--- src/blinn_phong_specular_shader_core_assert.svh ---
// Assertion macros for the specular shader core.
`ifndef BLINN_PHONG_SPECULAR_SHADER_CORE_ASSERT_SVH
`define BLINN_PHONG_SPECULAR_SHADER_CORE_ASSERT_SVH
`ifndef SYNTHESIS
`define BPS_ASSERT_IMP(lbl, ante, cons) \
	lbl: assert property (@(posedge clk) disable iff (!arst_n) (ante) |-> (cons)) \
		else $error("bps: same-cycle check failed");
`define BPS_ASSERT_NEXT(lbl, ante, cons) \
	lbl: assert property (@(posedge clk) disable iff (!arst_n) (ante) |=> (cons)) \
		else $error("bps: next-cycle check failed");
`else
`define BPS_ASSERT_IMP(lbl, ante, cons)
`define BPS_ASSERT_NEXT(lbl, ante, cons)
`endif
`endif

--- src/bps_pkg.sv ---
`default_nettype none

package bps_pkg;

	localparam int POW_TABLE_BITS = 8;
	localparam int TBL_SIZE = 1 << POW_TABLE_BITS;

	localparam int SQ_STEPS = 27;
	localparam int SQ_W = 2 * SQ_STEPS + 1;
	localparam int DIV_STEPS = 16;
	localparam int DIV_W = 45;

	localparam logic [16:0] ONE_Q16 = 17'h10000;
	// ceil(2^33 / 255): exact floor(x / 255) for x below 2^25
	localparam logic [25:0] RECIP_255 = 26'd33686019;

	typedef struct packed {
		logic        zero;
		logic [15:0] strength;
		logic [15:0] exponent;
		logic [23:0] rgb;
	} side_t;

	typedef logic [15:0] lg_tab_t [TBL_SIZE];
	typedef logic [16:0] ex_tab_t [TBL_SIZE];

	function automatic longint unsigned isqrt64(input longint unsigned x);
		longint unsigned v;
		longint unsigned r;
		longint unsigned b;
		v = x;
		r = 64'd0;
		for (int k = 0; k < 32; k++) begin
			b = 64'd1 << (62 - 2 * k);
			if (v >= r + b) begin
				v = v - (r + b);
				r = (r >> 1) + b;
			end else begin
				r = r >> 1;
			end
		end
		return r;
	endfunction

	// log2(1 + i/2^B) in Q0.16 by repeated squaring of a Q1.30 mantissa
	function automatic lg_tab_t build_lg();
		lg_tab_t tab;
		longint unsigned y;
		logic [15:0] r;
		for (int i = 0; i < TBL_SIZE; i++) begin
			y = 64'(TBL_SIZE + i) << (30 - POW_TABLE_BITS);
			r = '0;
			for (int k = 0; k < 16; k++) begin
				y = (y * y) >> 30;
				r = {r[14:0], 1'b0};
				if (y >= (64'd1 << 31)) begin
					r[0] = 1'b1;
					y = y >> 1;
				end
			end
			tab[i] = r;
		end
		return tab;
	endfunction

	// 2^(-j/2^B) in Q1.16 from a product of Q0.32 roots of one half
	function automatic ex_tab_t build_ex();
		ex_tab_t tab;
		longint unsigned roots [POW_TABLE_BITS + 1];
		longint unsigned v;
		roots[0] = 64'd0;
		roots[1] = isqrt64(64'd1 << 63);
		for (int k = 2; k <= POW_TABLE_BITS; k++) begin
			roots[k] = isqrt64(roots[k - 1] << 32);
		end
		for (int i = 0; i < TBL_SIZE; i++) begin
			v = 64'd1 << 32;
			for (int k = 1; k <= POW_TABLE_BITS; k++) begin
				if (((i >> (POW_TABLE_BITS - k)) & 1) != 0) begin
					v = (v * roots[k]) >> 32;
				end
			end
			tab[i] = 17'((v + 64'd32768) >> 16);
		end
		return tab;
	endfunction

	localparam lg_tab_t LG_TAB = build_lg();
	localparam ex_tab_t EX_TAB = build_ex();

endpackage

`default_nettype wire

--- src/bps_front.sv ---
`default_nettype none

module bps_front
	import bps_pkg::*;
(
	input  logic               clk,
	input  logic               arst_n,
	input  logic               adv,
	input  logic               in_valid,
	input  logic signed [15:0] light_dir_x,
	input  logic signed [15:0] light_dir_y,
	input  logic signed [15:0] light_dir_z,
	input  logic signed [15:0] view_dir_x,
	input  logic signed [15:0] view_dir_y,
	input  logic signed [15:0] view_dir_z,
	input  logic signed [15:0] normal_x,
	input  logic signed [15:0] normal_y,
	input  logic signed [15:0] normal_z,
	input  logic        [15:0] spec_strength,
	input  logic        [15:0] spec_exponent,
	input  logic        [23:0] light_rgb,
	output logic               fr_valid,
	output logic        [33:0] fr_m2,
	output logic signed [33:0] fr_d,
	output side_t              fr_side
);

	logic               vld_s1, vld_s2, vld_s3;
	logic signed [16:0] hx_s1, hy_s1, hz_s1;
	logic signed [15:0] nx_s1, ny_s1, nz_s1;
	side_t              side_s1, side_s2, side_s3;

	logic        [31:0] sqx_s2, sqy_s2, sqz_s2;
	logic signed [31:0] dx_s2, dy_s2, dz_s2;

	logic        [33:0] m2_s3;
	logic signed [33:0] d_s3;

	logic signed [33:0] px, py, pz;
	logic signed [32:0] qx, qy, qz;
	logic        [33:0] m2_sum;
	logic signed [33:0] d_sum;

	assign px = hx_s1 * hx_s1;
	assign py = hy_s1 * hy_s1;
	assign pz = hz_s1 * hz_s1;
	assign qx = hx_s1 * nx_s1;
	assign qy = hy_s1 * ny_s1;
	assign qz = hz_s1 * nz_s1;

	assign m2_sum = {2'b00, sqx_s2} + {2'b00, sqy_s2} + {2'b00, sqz_s2};
	assign d_sum  = {{2{dx_s2[31]}}, dx_s2} + {{2{dy_s2[31]}}, dy_s2}
		+ {{2{dz_s2[31]}}, dz_s2};

	always_ff @(posedge clk or negedge arst_n) begin
		if (!arst_n) begin
			vld_s1 <= 1'b0;
			vld_s2 <= 1'b0;
			vld_s3 <= 1'b0;
		end else if (adv) begin
			vld_s1 <= in_valid;
			vld_s2 <= vld_s1;
			vld_s3 <= vld_s2;
		end
	end

	always_ff @(posedge clk) begin
		if (adv) begin
			hx_s1 <= {light_dir_x[15], light_dir_x} - {view_dir_x[15], view_dir_x};
			hy_s1 <= {light_dir_y[15], light_dir_y} - {view_dir_y[15], view_dir_y};
			hz_s1 <= {light_dir_z[15], light_dir_z} - {view_dir_z[15], view_dir_z};
			nx_s1 <= normal_x;
			ny_s1 <= normal_y;
			nz_s1 <= normal_z;
			side_s1.zero     <= 1'b0;
			side_s1.strength <= spec_strength;
			side_s1.exponent <= spec_exponent;
			side_s1.rgb      <= light_rgb;

			sqx_s2  <= px[31:0];
			sqy_s2  <= py[31:0];
			sqz_s2  <= pz[31:0];
			dx_s2   <= qx[31:0];
			dy_s2   <= qy[31:0];
			dz_s2   <= qz[31:0];
			side_s2 <= side_s1;

			m2_s3 <= m2_sum;
			d_s3  <= d_sum;
			side_s3.zero     <= (m2_sum == '0);
			side_s3.strength <= side_s2.strength;
			side_s3.exponent <= side_s2.exponent;
			side_s3.rgb      <= side_s2.rgb;
		end
	end

	assign fr_valid = vld_s3;
	assign fr_m2    = m2_s3;
	assign fr_d     = d_s3;
	assign fr_side  = side_s3;

endmodule

`default_nettype wire

--- config.mk ---
export PLATFORM = sky130hd
export DESIGN_NAME = bps_front
export DESIGN_NICKNAME = d
export VERILOG_FILES = /design/src/blinn_phong_specular_shader_core_assert.svh /design/src/bps_pkg.sv /design/src/bps_front.sv
export SDC_FILE = /design/constraint.sdc
export NUM_CORES = 2
export LEC_CHECK = 0
export ABC_CLOCK_PERIOD_IN_PS = 14150
export BUFFER_PORTS_ARGS = -buffer_cell sky130_fd_sc_hd__buf_2
export CORE_MARGIN = 3
export CORE_UTILIZATION = 40
export DETAILED_ROUTE_END_ITERATION = 12
export PLACE_DENSITY = 0.54
export SLEW_MARGIN = 20
export SYNTH_ARGS = -nofsm -noshare
export SYNTH_HDL_FRONTEND = slang
export SYNTH_SLANG_ARGS = --single-unit
export TNS_END_PERCENT = 10
--- constraint.sdc ---
create_clock -name clk -period 14.15 [get_ports clk]
set_input_delay 2.83 -clock clk [delete_from_list [all_inputs] [get_ports clk]]
set_output_delay 2.83 -clock clk [all_outputs]
set_load 0.02 [all_outputs]
# After elaboration in Yosys (flattened, before gate mapping)
# Cells that the tools add are included.
[totals] reg_bits=531 in_bits=204 out_inout_bits=126 word_cells=41
[classes] multipliers=6 n_reduce_logical=1 add_sub_neg=7
[op_table] cell="multiplier 17 x 16 -> 32 bit" count=3
[op_table] cell="multiplier 17 x 17 -> 32 bit" count=3
[op_table] cell="adder 33 x 32 -> 34 bit" count=2
[op_table] cell="adder 32 x 32 -> 33 bit" count=2
[op_table] cell="subtractor 16 x 16 -> 17 bit" count=3
[op_table] cell="zero test 34 bit" count=1

# Longest topological paths before layout
[logic_depth] ltp_word=3 depth_mapped=26 mapped_depth_nobuf=25

# Worst setup path after synthesis
# OpenSTA, ideal clock, no wires.
[synth_timing] kind="register to register" startpoint="reg hx_s1[10]" endpoint="reg dx_s2[30], data pin" setup_slack_ns=7.206 path_stages_with_launch=25 required_ns=14.015 arrival_ns=6.809 path_buffers=2 period_less_slack_ns=6.944 setup_time_ns=0.135 cell_sequence="edfxtp_1 -> clkbuf_1 -> clkbuf_1 -> nand2_1 -> fa_1 -> fa_1 -> fa_1 -> inv_1 -> fa_1 -> fa_1 -> inv_1 -> fa_1 -> inv_1 -> ha_1 -> and3_1 -> and3_1 -> a32o_1 -> o41ai_1 -> o21bai_1 -> nor4_1 -> a21oi_1 -> a41oi_1 -> a21oi_1 -> or4b_2 -> nand3_1"
[synth_between] elab_chain_cells=1
[synth_lines] element="start, declared" line="bps_front.sv:29" source="logic signed [16:0] hx_s1, hy_s1, hz_s1;"
[synth_lines] element="start signal, assigned" line="bps_front.sv:69" source="hx_s1 <= {light_dir_x[15], light_dir_x} - {view_dir_x[15], view_dir_x};"
[synth_lines] element="multiplier 17 x 16 -> 32 bit" line="bps_front.sv:47" source="assign qx = hx_s1 * nx_s1;"
[synth_lines] element="net qx[30]" line="bps_front.sv:40" source="logic signed [32:0] qx, qy, qz;"
[synth_lines] element="end signal, assigned" line="bps_front.sv:83" source="dx_s2 <= qx[31:0];"
[synth_lines] element="end, declared" line="bps_front.sv:34" source="logic signed [31:0] dx_s2, dy_s2, dz_s2;"
# The timed path passes the listed nets, and every way through them passes these cells.
# A chain may end at the register's enable or synchronous reset.

# Worst setup path in the final report
[layout_timing] startpoint="reg hx_s1[14]" endpoint="reg sqx_s2[31], data pin"
[layout_between] elab_chain_cells=1
[layout_lines] element="multiplier 17 x 17 -> 32 bit" line="bps_front.sv:44" source="assign px = hx_s1 * hx_s1;"
[layout_lines] element="net px[31]" line="bps_front.sv:39" source="logic signed [33:0] px, py, pz;"
[layout_lines] element="end signal, assigned" line="bps_front.sv:80" source="sqx_s2 <= px[31:0];"
[layout_lines] element="end, declared" line="bps_front.sv:33" source="logic [31:0] sqx_s2, sqy_s2, sqz_s2;"
# The timed path passes the listed nets, and every way through them passes these cells.

==> run_results.csv <==
group,metric,value,unit
drt,routedWlPerCell,18.4,µm
timing,final.min_clock_period,7620,ps
timing,setup_tns,0,ps
global_routing,overflow,0,
synthesis,synth_edf_count,525,
cells_and_area,nets,10500,
timing,final.period_utilization,53.9,%
placed_design,gp_congestion,0.850,
drt,via_count,52400,
global_routing,grt_usage,19.9,%
critical_path,critPathRequiredTime,14600,ps
synthesis,ys_seq_area_share,19.6,%
critical_path,end_kind,"flop",
cells_and_area,nFillCells,19300,
clocking,cts-hold-fix-buffers,0,
placed_design,place_area,0.0853,mm²
synthesis,syn_avg_cell_area,10.3,µm²
clocking,clock_sinks,528,
drt,drc_errors,0,
global_routing,antenna_found_initial,7,
timing,hold_viol,0,
clocking,cts_root_buf,"clkbuf_16",
clocking,clk_latency,730,ps
cells_and_area,final_cell_area,0.0879,mm²
timing,finClkSkew,50.2,ps
synthesis,ys.warnings.count,0,
die,core,0.200,mm²
synthesis,synth_area,0.0806,mm²
placed_design,dp_hpwl,156,mm
synthesis,synth_seq_cells,528,
timing,setup_viol,0,
critical_path,arrival,8080,ps
critical_path,start_kind,"flop",
synthesis,synth_ff_type,"edfxtp_1",
timing,relSlewSlack,33.0,%
drt,vias_per_cell,4.87,
synthesis,ys_types,76,
placed_design,io_buffer_count,329,
clocking,cts.repair.resized,0,
die,dieArea,0.207,mm²
global_routing,met1_usage,27.0,%
timing,rsz0062_at_grt,"no",
global_routing,met3_usage,3.18,%
clocking,cts_tree,"done",
die,start_util,40.3,%
drt,initialDrtViolationCount,3032,
drt,first_pass_iters,6,
synthesis,synth_top_area_share,40.9,%
clocking,htree_levels,3,
global_routing,use_met2,32.7,%
cells_and_area,final_layout_size_suffix_gt1_share,6.88,%
cells_and_area,syn_to_final_growth,8.97,%
clocking,cts_buffer_depth,3,
synthesis,synthTopCellsByArea,"fa_1, edfxtp_1, ha_1",
timing,fmax,131,MHz
global_routing,grt_max_degree,160,
clocking,postCtsSetupRepairBufs,0,
critical_path,r2r_slack,6530,ps
drt,ant_nets,0,
critical_path,crit_type,"flop to flop",
global_routing,grt_pass1_wl,318,mm
run_status,status,"finished, final reports clean",
synthesis,yosys.area.top_type,"fa_1",
synthesis,synth_cells,7801,
timing,final-max-slew-violation-count,0,
die,die_h,455,µm
timing,worst_slew_pin_slew,1010,ps
clocking,numCtsBuffers,74,
die,die_w,455,µm
worst_hold_path,min_path_type,"flop to flop",
drt,wirelength,198,mm
global_routing,top_usage_layer,"met2",
die,ios,330,
global_routing,grt_pass1_vias,56900,
die,rows,164,
clocking,cts.clk_slew.worst_paths,60,ps
flow_run,max_cap_viol_count,0,
synthesis,async_flop_share,0.568,%
critical_path,critPathMaxFanout,28,
==> critical path: stages, from the launching register on <==
cell,delay (ps)
edfxtp_1,330
buf_4,410
inv_1,430
nor2_1,350
fa_1,460
fa_1,490
inv_1,50
fa_1,480
inv_1,50
fa_1,450
fa_1,500
inv_1,50
fa_1,470
inv_1,40
ha_1,340
a222oi_1,340
nand2_1,120
a31oi_1,150
a21boi_0,530
o21ai_0,360
a2111o_1,440
a21o_1,160
a21oi_1,230
xnor2_1,100
==> cells in the mapped netlist, types with 34 or more instances <==
master / n
a21o_1: 89
o21ai_0: 121
nor3_1: 40
clkbuf_1: 231
nand2b_1: 48
xor2_1: 62
nor2_1: 231
nand3_1: 55
and2_1: 547
nand2_1: 736
a21oi_1: 194
xnor2_1: 265
nor2b_1: 67
fa_1: 1646
inv_1: 2010
edfxtp_1: 525
ha_1: 605
o21bai_1: 34
==> flip-flops by register name, summed over array words and instances, names as in the netlist <==
signal / count
fr_side: 57
fr_valid: 1
hz_s1: 17
side_s1: 56
vld_s1: 1
vld_s2: 1
dy_s2: 32
fr_d: 34
sqx_s2: 31
hy_s1: 17
side_s2: 56
sqz_s2: 31
fr_m2: 34
dx_s2: 32
ny_s1: 16
sqy_s2: 31
dz_s2: 32
nz_s1: 16
nx_s1: 16
hx_s1: 17
==> layer usage <==
| layer | vias to the layer above | part of all wire (%) |
|---|---|---|
| met2 | 1116 | 48 |
| met3 | 255 | 5.5 |
| met5 | - | 0.0066 |
| met1 | 27100 | 43 |
| li1 | 24000 | - |
| met4 | 2 | 3.5 |
==> through the flow <==
step           utilization, %  cells  hold slack (ps)  setup WS [ps]
2_1_floorplan               -   7803              400           7210
3_3_place_gp             42.6  10600              400           6690
3_5_place_dp             42.6  10600              405           6600
4_1_cts                  43.9  10800              374           6560
5_1_grt                  43.9  10800              400           6150
6_report                 43.9  10800              384           6530
==> final timing paths <==
| check | cells after the start | to | start |
|---|---|---|---|
| setup / recovery | 23 | sqx_s2[31] | hx_s1[14] |
| hold / removal | 0 | fr_side[10] | side_s2[10] |
| setup reg to reg | 23 | sqx_s2[31] | hx_s1[14] |
| hold reg to reg | 0 | fr_side[10] | side_s2[10] |
| max in group asynchronous | 1 | vld_s2 | arst_n |
| min in group asynchronous | 1 | vld_s1 | arst_n |
==> layout by cell type (no fill, tap or decap), drive strengths merged, types with 28 or more instances in the layout <==
cell,Yosys,routed
nand2b,48,48
fa,1646,1646
nor2b,67,67
a21o,89,89
buf,4,393
edfxtp,525,525
clkinv,0,28
o21a,31,31
and2,547,547
nand3,55,55
o21ai,122,122
xnor2,265,265
inv,2011,2020
nor3,40,40
a21oi,195,195
ha,605,605
clkbuf,231,82
nor2,231,231
xor2,62,62
o21bai,34,34
nand2,736,736
==> cell type report <==
| type | count | area (µm²) | share of cell area (%) |
|---|---|---|---|
| inverter | 2011 | 7550 | 8.59 |
| multi-input combinational | 5029 | 56400 | 64.2 |
| antenna | 5 | 12.5 | 0.0142 |
| sequential | 528 | 15800 | 18.0 |
| clock buffer | 82 | 1880 | 2.14 |
| tap | 2656 | 3320 | 3.78 |
| timing repair buffer | 393 | 2170 | 2.47 |
| clock inverter | 53 | 702 | 0.799 |
==> cell families (layout without fill, tap and decap cells) <==
kind of cell | count (synthesis) | after routing | share of synthesized area, %
adders and majority gates | 2251 | 2251 | 50.2
buffers and inverters | 2246 | 2539 | 10.5
and+or+nand+nor | 1812 | 1812 | 11.0
AOI/OAI and AO/OA | 627 | 627 | 4.98
DFF | 528 | 528 | 19.6
xor gates and xnor gates | 327 | 327 | 3.55
muxes | 9 | 9 | 0.121
other | 1 | 8 | 0.00465
Power is left out: the tool's default activity adds up to more than one toggle a clock period on the data nets, which glitch-free logic cannot reach.
