### src/blinn_phong_specular_shader_core_assert.svh
// Assertion macros for the specular shader core.
`ifndef BLINN_PHONG_SPECULAR_SHADER_CORE_ASSERT_SVH
`define BLINN_PHONG_SPECULAR_SHADER_CORE_ASSERT_SVH
`ifndef SYNTHESIS
`define BPS_ASSERT_IMP(lbl, ante, cons) \
	lbl: assert property (@(posedge clk) disable iff (!arst_n) (ante) |-> (cons)) \
		else $error("bps: same-cycle check failed");
`define BPS_ASSERT_NEXT(lbl, ante, cons) \
	lbl: assert property (@(posedge clk) disable iff (!arst_n) (ante) |=> (cons)) \
		else $error("bps: next-cycle check failed");
`else
`define BPS_ASSERT_IMP(lbl, ante, cons)
`define BPS_ASSERT_NEXT(lbl, ante, cons)
`endif
`endif

### src/bps_pkg.sv
`default_nettype none

package bps_pkg;

	localparam int POW_TABLE_BITS = 8;
	localparam int TBL_SIZE = 1 << POW_TABLE_BITS;

	localparam int SQ_STEPS = 27;
	localparam int SQ_W = 2 * SQ_STEPS + 1;
	localparam int DIV_STEPS = 16;
	localparam int DIV_W = 45;

	localparam logic [16:0] ONE_Q16 = 17'h10000;
	// ceil(2^33 / 255): exact floor(x / 255) for x below 2^25
	localparam logic [25:0] RECIP_255 = 26'd33686019;

	typedef struct packed {
		logic        zero;
		logic [15:0] strength;
		logic [15:0] exponent;
		logic [23:0] rgb;
	} side_t;

	typedef logic [15:0] lg_tab_t [TBL_SIZE];
	typedef logic [16:0] ex_tab_t [TBL_SIZE];

	function automatic longint unsigned isqrt64(input longint unsigned x);
		longint unsigned v;
		longint unsigned r;
		longint unsigned b;
		v = x;
		r = 64'd0;
		for (int k = 0; k < 32; k++) begin
			b = 64'd1 << (62 - 2 * k);
			if (v >= r + b) begin
				v = v - (r + b);
				r = (r >> 1) + b;
			end else begin
				r = r >> 1;
			end
		end
		return r;
	endfunction

	// log2(1 + i/2^B) in Q0.16 by repeated squaring of a Q1.30 mantissa
	function automatic lg_tab_t build_lg();
		lg_tab_t tab;
		longint unsigned y;
		logic [15:0] r;
		for (int i = 0; i < TBL_SIZE; i++) begin
			y = 64'(TBL_SIZE + i) << (30 - POW_TABLE_BITS);
			r = '0;
			for (int k = 0; k < 16; k++) begin
				y = (y * y) >> 30;
				r = {r[14:0], 1'b0};
				if (y >= (64'd1 << 31)) begin
					r[0] = 1'b1;
					y = y >> 1;
				end
			end
			tab[i] = r;
		end
		return tab;
	endfunction

	// 2^(-j/2^B) in Q1.16 from a product of Q0.32 roots of one half
	function automatic ex_tab_t build_ex();
		ex_tab_t tab;
		longint unsigned roots [POW_TABLE_BITS + 1];
		longint unsigned v;
		roots[0] = 64'd0;
		roots[1] = isqrt64(64'd1 << 63);
		for (int k = 2; k <= POW_TABLE_BITS; k++) begin
			roots[k] = isqrt64(roots[k - 1] << 32);
		end
		for (int i = 0; i < TBL_SIZE; i++) begin
			v = 64'd1 << 32;
			for (int k = 1; k <= POW_TABLE_BITS; k++) begin
				if (((i >> (POW_TABLE_BITS - k)) & 1) != 0) begin
					v = (v * roots[k]) >> 32;
				end
			end
			tab[i] = 17'((v + 64'd32768) >> 16);
		end
		return tab;
	endfunction

	localparam lg_tab_t LG_TAB = build_lg();
	localparam ex_tab_t EX_TAB = build_ex();

endpackage

`default_nettype wire

### src/bps_div.sv
`default_nettype none

module bps_div
	import bps_pkg::*;
(
	input  logic               clk,
	input  logic               arst_n,
	input  logic               adv,
	input  logic               in_valid,
	input  logic        [26:0] root,
	input  logic signed [33:0] d,
	input  side_t              side,
	output logic               dv_valid,
	output logic        [16:0] dv_cos,
	output side_t              dv_side
);

	logic              vld_s0;
	logic              pos_s0, cap_s0;
	logic [DIV_W-1:0]  rem_s0;
	logic [26:0]       den_s0;
	side_t             side_s0;

	logic              vld_s  [DIV_STEPS];
	logic              pos_s  [DIV_STEPS];
	logic              cap_s  [DIV_STEPS];
	logic [DIV_W-1:0]  rem_s  [DIV_STEPS];
	logic [26:0]       den_s  [DIV_STEPS];
	logic [15:0]       quo_s  [DIV_STEPS];
	side_t             side_s [DIV_STEPS];

	always_ff @(posedge clk or negedge arst_n) begin
		if (!arst_n) begin
			vld_s0 <= 1'b0;
		end else if (adv) begin
			vld_s0 <= in_valid;
		end
	end

	// Quotient of 2^16 or more: cap at one
	always_ff @(posedge clk) begin
		if (adv) begin
			pos_s0  <= !d[33] && (d != '0);
			cap_s0  <= {1'b0, d[32:0]} >= {3'b000, root, 4'b0000};
			rem_s0  <= {d[32:0], 12'b0};
			den_s0  <= root;
			side_s0 <= side;
		end
	end

	for (genvar k = 0; k < DIV_STEPS; k++) begin : g_step
		localparam int SH = DIV_STEPS - 1 - k;
		logic             vld_in, pos_in, cap_in;
		logic [DIV_W-1:0] rem_in, trial;
		logic [26:0]      den_in;
		logic [15:0]      quo_in;
		side_t            side_in;

		if (k == 0) begin : g_first
			assign vld_in  = vld_s0;
			assign pos_in  = pos_s0;
			assign cap_in  = cap_s0;
			assign rem_in  = rem_s0;
			assign den_in  = den_s0;
			assign quo_in  = '0;
			assign side_in = side_s0;
		end else begin : g_next
			assign vld_in  = vld_s[k - 1];
			assign pos_in  = pos_s[k - 1];
			assign cap_in  = cap_s[k - 1];
			assign rem_in  = rem_s[k - 1];
			assign den_in  = den_s[k - 1];
			assign quo_in  = quo_s[k - 1];
			assign side_in = side_s[k - 1];
		end

		assign trial = {{(DIV_W - 27){1'b0}}, den_in} << SH;

		always_ff @(posedge clk or negedge arst_n) begin
			if (!arst_n) begin
				vld_s[k] <= 1'b0;
			end else if (adv) begin
				vld_s[k] <= vld_in;
			end
		end

		always_ff @(posedge clk) begin
			if (adv) begin
				if (rem_in >= trial) begin
					rem_s[k] <= rem_in - trial;
					quo_s[k] <= quo_in | (16'd1 << SH);
				end else begin
					rem_s[k] <= rem_in;
					quo_s[k] <= quo_in;
				end
				pos_s[k]  <= pos_in;
				cap_s[k]  <= cap_in;
				den_s[k]  <= den_in;
				side_s[k] <= side_in;
			end
		end
	end

	always_comb begin
		if (!pos_s[DIV_STEPS - 1]) begin
			dv_cos = '0;
		end else if (cap_s[DIV_STEPS - 1]) begin
			dv_cos = ONE_Q16;
		end else begin
			dv_cos = {1'b0, quo_s[DIV_STEPS - 1]};
		end
	end

	assign dv_valid = vld_s[DIV_STEPS - 1];
	assign dv_side  = side_s[DIV_STEPS - 1];

endmodule

`default_nettype wire

### config.mk
export PLATFORM = sky130hd
export DESIGN_NAME = bps_div
export DESIGN_NICKNAME = d
export VERILOG_FILES = /design/src/blinn_phong_specular_shader_core_assert.svh /design/src/bps_pkg.sv /design/src/bps_div.sv
export SDC_FILE = /design/constraint.sdc
export NUM_CORES = 2
export LEC_CHECK = 0
export CAP_MARGIN = 20
export CORE_MARGIN = 2
export CORE_UTILIZATION = 46
export DETAILED_ROUTE_END_ITERATION = 8
export DONT_BUFFER_PORTS = 1
export GPL_ROUTABILITY_DRIVEN = 0
export GPL_TIMING_DRIVEN = 0
export SETUP_SLACK_MARGIN = 0.4
export SYNTH_ARGS = -nofsm -noshare
export SYNTH_HDL_FRONTEND = slang
export SYNTH_SLANG_ARGS = --single-unit
### constraint.sdc
create_clock -name clk -period 4.4 [get_ports clk]
set_clock_uncertainty 0.15 [all_clocks]
set_input_delay 0.66 -clock clk [delete_from_list [all_inputs] [get_ports clk]]
set_output_delay 0.66 -clock clk [all_outputs]
set_load 0.1 [all_outputs]
Word level (Yosys, flattened, before mapping)
Memories as Yosys holds them, arrays and structs flattened.
Index checks and enable logic that the tools add are counted.
- flip-flop bits (word level): 136
- memory bits (writable): 2352
- output and inout bits: 75
- word-level logic and storage cells: 231
- memories: 6
- add/sub/neg operators: 16
- $lt $le $gt $ge: 17
- muxes and demuxes: 132
- bitwise gates (word level): 32
- reductions and logical operators: 3
- memory list (memory ; depth ; bits a word ; rd ports ; clocked after Yosys merged registers in ; write ports ; RTL line ; RTL):
    side_s ; 16 ; 57 ; 16 ; 0 ; 16 ; bps_div.sv:30 ; side_t side_s [DIV_STEPS];
    rem_s ; 16 ; 45 ; 15 ; 0 ; 16 ; bps_div.sv:27 ; logic [DIV_W-1:0] rem_s [DIV_STEPS];
    den_s ; 16 ; 27 ; 15 ; 0 ; 16 ; bps_div.sv:28 ; logic [26:0] den_s [DIV_STEPS];
    quo_s ; 16 ; 16 ; 16 ; 0 ; 16 ; bps_div.sv:29 ; logic [15:0] quo_s [DIV_STEPS];
    cap_s ; 16 ; 1 ; 16 ; 0 ; 16 ; bps_div.sv:26 ; logic cap_s [DIV_STEPS];
    pos_s ; 16 ; 1 ; 16 ; 0 ; 16 ; bps_div.sv:25 ; logic pos_s [DIV_STEPS];
- operators by type and width (operator ; number):
    45-bit 2-to-1 mux ; 16
    16-bit 2-to-1 mux ; 16
    1-bit 2-to-1 mux ; 98
    45-bit by 27-bit >= comparator with 1-bit output ; 1
    45-bit by 28-bit >= comparator with 1-bit output ; 1
    45-bit by 29-bit >= comparator with 1-bit output ; 1
    45-bit by 30-bit >= comparator with 1-bit output ; 1
    45-bit by 31-bit >= comparator with 1-bit output ; 1
    45-bit by 32-bit >= comparator with 1-bit output ; 1
    45-bit by 33-bit >= comparator with 1-bit output ; 1
    45-bit by 34-bit >= comparator with 1-bit output ; 1
    45-bit by 35-bit >= comparator with 1-bit output ; 1
    45-bit by 36-bit >= comparator with 1-bit output ; 1
    45-bit by 37-bit >= comparator with 1-bit output ; 1
    45-bit by 38-bit >= comparator with 1-bit output ; 1
    45-bit by 39-bit >= comparator with 1-bit output ; 1
    45-bit by 40-bit >= comparator with 1-bit output ; 1
    45-bit by 41-bit >= comparator with 1-bit output ; 1
    45-bit by 42-bit >= comparator with 1-bit output ; 1
    45-bit by 27-bit subtractor with 45-bit output ; 1
    45-bit by 28-bit subtractor with 45-bit output ; 1
    45-bit by 29-bit subtractor with 45-bit output ; 1
    45-bit by 30-bit subtractor with 45-bit output ; 1
    45-bit by 31-bit subtractor with 45-bit output ; 1
    other kinds (17) ; 49

Logic depth before layout (Yosys ltp)
An unclocked memory read counts as a cell.
- depth in word-level cells: 6
- depth in mapped cells: 15
- gate-level depth less buffers: 14

Worst setup path after synthesis
OpenSTA, ideal clock, no wires.
- path kind: flip-flop to flip-flop
- start point: mem rem_s[1][13]
- end point: mem rem_s[2][14] (data pin)
- library setup time: 0.260 ns
- arrival time: 3.381 ns
- data required time: 3.990 ns
- setup slack: 0.609 ns
- cell stages (with the launch flop): 14
- buffers on the path: 1
- period minus slack after synthesis: 3.791 ns
- path through: edfxtp_1 inv_1 ha_1 inv_1 fa_1 a21o_1 a221oi_1 a211oi_2 a221oi_1 o211a_1 o211ai_1 a41oi_1 buf_2 mux2_2
- RTL lines (element ; RTL line):
    from (decl) ; bps_div.sv:27

==> impl.org <==
** Timing
- Setup repair after global routing could not meet its margin everywhere.
- Max frequency :: 249 MHz
- Headroom to the max-slew limit came out at 25.6%.
- The final-report hold violation count was 0.
- Worst Tran Pin Value :: 1.12 ns
- Final cycle utilization of the critical path :: 91.4%
- Endpoints failing setup :: 0
- Shortest clock period the worst path allows after layout :: 4.02 ns
- Number of pins with negative max-slew slack in the final report :: 0

** Worst setup path
- Of all nets on the critical path, the largest fanout is 5.
- STA classifies the critical path startpoint as a flop.
- List of cells traversed by the critical path :: inv_1, ha_2, inv_2, fa_2, a21o_1, a221oi_4, a211oi_4, a221oi_4, o211a_1, o211ai_1, a41oi_2, buf_6, a221o_1, nor3_1, xor2_1
- Cell at the slowest stage of the critical path :: sky130_fd_sc_hd__edfxtp_1
- CP Data Arrival Time :: 4.44 ns
- The worst setup path is of the flop to flop kind.
- For this run, the slowest stage of the critical path takes 0.40 ns.
- STA classifies the critical path endpoint as a flop.
- Data required, critical path :: 4.82 ns
- Buffers and inverters on the worst path :: 3
- The cell that appears most often on the critical path is sky130_fd_sc_hd__a221oi_4.
- In this design, the largest share of critical-path delay is due to compound AO/OA/AOI/OAI gates.

** Synthesis
- Number of distinct library cell variants in the gate-level netlist after synthesis :: 90
- Number of synthesized register bits :: 2182
- Summing the areas of all compound-gate instances in the mapped netlist gives 10.1% of the synthesized area.
- Summed over all instances, the cell type with the most area after synthesis is sky130_fd_sc_hd__edfxtp_1.
- In the post-synthesis netlist, the biggest area contributors are sky130_fd_sc_hd__edfxtp_1 (67%), sky130_fd_sc_hd__ha_1 (5.9%), sky130_fd_sc_hd__o21ai_0 (2.4%).
- Synthesized netlist cell count :: 7192
- For this run, the leading register cell type out of synthesis is sky130_fd_sc_hd__edfxtp_1.
- Number of enable flip-flop cells after synthesis :: 2165
- Mean instance size in the synthesized netlist :: 13.5 um2
- Of all flip-flops after synthesis, the portion carrying an async set or reset was 0.779%.
- Yosys printed 0 warnings.
- Post-Synth XOR/XNOR Area :: 4.28%
- After synthesis, flip-flops and latches occupy 67.4% of the total area.
- The number of nets in the synthesized netlist is 7787.
- Measured against the total synthesized area, the mux share comes to 0.728%.
- Syn Std Cell Area :: 97100 um2
- In this run the biggest area consumer among cell types represents 67.0% of the synthesized area.
- Share of synthesized cell area in full adder, half adder and majority cells :: 6.21%
- After Yosys synthesis, and, or, nand and nor cells account for 8.31% of the synthesized area.
- Combinational family with the most area after synthesis :: compound AO/OA/AOI/OAI gates

** Clock tree
- TritonCTS built the clock tree.
- TritonCTS sink count :: 2182
- Number of buffers on the longest clock path :: 3
- For the worst-skew pair, the clock arrives at the later sink with an insertion delay of 0.85 ns.
- In this run the clock root is driven by a sky130_fd_sc_hd__clkbuf_16.
- # H-tree levels :: 4
- Clock-pin slew was measured on the worst setup and hold paths at 0.06 ns.
- The number of clock buffers added by TritonCTS is 222.

** Power
- Leakage component of the power :: 0.0416 uW
- For this design the ratio of total power to cell area is 600 nW/um2.
- The worst-case IR drop observed on VDD is 514 uV.
- Power comes to 66800 uW.

** GRT
- Vias in the first global route :: 57545
- The initial antenna violation count is 3.
- Entering global routing, the biggest net connects 1476 pins.
- Global routing used 17.5% of the available tracks across all layers.
- Total congestion overflow :: 0
- First-pass GRT wire length :: 299000 um

** Route
- DR vias/cell :: 5.34
- For this run, the detailed router's first-pass iteration total came to 8.
- Via total after detailed routing :: 56770
- After the first detailed-routing iteration, the DRC count stood at 3813.
- The routed design has 197000 um of wire.
- Dividing the detail-routed wire length by the instance count gives 18.5 um.
- Once detail routing completed, the nets flagged for antenna violations numbered 0.
- DRC violation count after routing :: 0

** Floorplanning
- Die Footprint :: 215000 um2
- Height of the die :: 463 um
- Once the floorplan was initialized, standard cells occupied 46.3% of the core.
- The total area inside the core boundary comes to 210000 um2.
- The floorplan has 168 rows.
- I/O pin count :: 197
- Width of the die :: 463 um

** Placement
- The HPWL after detailed placement is 137000 um.
- Counting tap cells, the placed design contains a total of 10013 instances.
- Buffers added on ports :: 0

** Finish
- Number of nets in the finished design :: 8228
- Final std cells w/o fill :: 10628
- Final-layout fill cell count :: 17061
- Compared with the post-synthesis result, the final layout area differs by 14.7%.
- Share of post-route cells with drive strength above 1 :: 9.33%

** Job
- Count of max-cap constraint violations :: 0

** Hold path
- The worst hold path belongs to the class primary input to flop.

** Outcome
- The flow ran to the end, and the final reports show no timing, DRC or antenna violations.
[cell usage after synthesis (47+ instances only)]
master	count
sky130_fd_sc_hd__a21o_1	224
sky130_fd_sc_hd__o21a_1	67
sky130_fd_sc_hd__nor2_1	339
sky130_fd_sc_hd__nand2_1	553
sky130_fd_sc_hd__o21ai_0	468
sky130_fd_sc_hd__nor4_1	71
sky130_fd_sc_hd__and2_1	47
sky130_fd_sc_hd__nand3_1	127
sky130_fd_sc_hd__nor2b_1	66
sky130_fd_sc_hd__nand2b_1	57
sky130_fd_sc_hd__a21oi_1	414
sky130_fd_sc_hd__nor3_1	113
sky130_fd_sc_hd__nand4_1	97
sky130_fd_sc_hd__clkbuf_1	169
sky130_fd_sc_hd__inv_1	579
sky130_fd_sc_hd__ha_1	458
sky130_fd_sc_hd__mux2_2	60
sky130_fd_sc_hd__xnor2_1	224
sky130_fd_sc_hd__o21bai_1	56
sky130_fd_sc_hd__or3_1	47
sky130_fd_sc_hd__xor2_1	248
sky130_fd_sc_hd__edfxtp_1	2165
[registers in the layout, indices dropped and copies added, names as in the netlist]
signal,count
den_s0,27
cap_s,16
g_step.rem_in,33
rem_s,561
pos_s,16
side_s,912
g_step.side_in,57
quo_s,136
g_step.pos_in,1
cap_s0,1
den_s,405
dv_valid,1
g_step.vld_in,16
[routing by layer]
layer	track usage, %	share of wire [%]	vias up
li1	-	-	27648
met1	18.1	37	26883
met2	32.6	52	1561
met3	2.72	3.7	678
met4	11.9	7.3	0
met5	0	0	-
[cell families (layout without fill, tap and decap cells)]
logic type | count (synthesis) | after routing
flip-flops | 2182 | 2182
AND/OR/NAND/NOR | 1666 | 1666
AO/OA/AOI/OAI | 1563 | 1563
buffers and inverters | 772 | 1401
adder cells (fa/ha/maj) | 473 | 473
XOR/XNOR | 473 | 473
multiplexers | 63 | 63
other | 0 | 2
[through the flow]
stage / hold slack, ns / setup WS [ns] / area [um2] / util (%) / TNS (ns)
global placement: 0.215 / -0.907 / 101000 / 48.0 / -401.26
CTS: -0.207 / 0.299 / 110000 / 52.5 / 0
detailed placement: 0.215 / -0.658 / 101000 / 48.1 / -65.21
floorplan: 0.214 / 0.609 / 97100 / - / 0
global route: 0.0476 / 0.258 / 111000 / 53.1 / 0
finish: 0.0934 / 0.378 / 111000 / 53.1 / 0
[cells in the final DEF (no fill, tap or decap), types with 126 or more instances in the layout]
cell type,synthesis,routed
sky130_fd_sc_hd__nand2_1,553,550
sky130_fd_sc_hd__a21oi_1,414,406
sky130_fd_sc_hd__inv_1,579,577
sky130_fd_sc_hd__edfxtp_1,2165,2165
sky130_fd_sc_hd__xor2_1,248,248
sky130_fd_sc_hd__ha_1,458,453
sky130_fd_sc_hd__o21ai_0,468,448
sky130_fd_sc_hd__nor2_1,339,335
sky130_fd_sc_hd__nand3_1,127,126
sky130_fd_sc_hd__clkbuf_16,0,236
sky130_fd_sc_hd__a21o_1,224,224
sky130_fd_sc_hd__xnor2_1,224,224
sky130_fd_sc_hd__clkbuf_1,169,140
[final cells by class]
| cell class | count | area (um2) | share of cell area (%) |
|---|---|---|---|
| timing repair buffer | 217 | 2460 | 2.21 |
| clock buffer | 267 | 5830 | 5.23 |
| clock inverter | 145 | 1500 | 1.35 |
| inverter | 580 | 2180 | 1.96 |
| buffer | 192 | 940 | 0.844 |
| antenna | 2 | 5.00 | 0.00450 |
| multi-input combinational | 4238 | 29500 | 26.5 |
| sequential | 2182 | 65400 | 58.8 |
| tap | 2805 | 3510 | 3.15 |
[worst paths after layout]
| check | from | cells after the start | slack [ns] | endpoint |
|---|---|---|---|---|
| setup / recovery | rem_s[1][13] | 15 | 0.38 | rem_s[2][44] |
| hold / removal | d[32] | 2 | 0.09 | cap_s0 |
| setup reg to reg | rem_s[1][13] | 15 | 0.38 | rem_s[2][44] |
| hold reg to reg | side_s[13][26] | 0 | 0.25 | side_s[14][26] |
| max in group asynchronous | arst_n | 1 | 3.47 | g_step[4].vld_in |
| min in group asynchronous | arst_n | 1 | 0.16 | g_step[0].vld_in |
[power by group]
| group | internal (uW) | switching, uW |
|---|---|---|
| sequential | 27200 | 1980 |
| combinational | 7740 | 11400 |
| clock | 10700 | 7780 |
| total | 45600 | 21100 |
[what timing repair did]
action	CTS	global route
pin swaps	20	29
hold endpoints to repair	439	1
resized for setup	146	140
setup buffers	31	29
endpoints found under the setup margin	496	1439
hold buffers	120	1
gates cloned	0	13
Note: power is estimated with default switching activity, not from simulation.
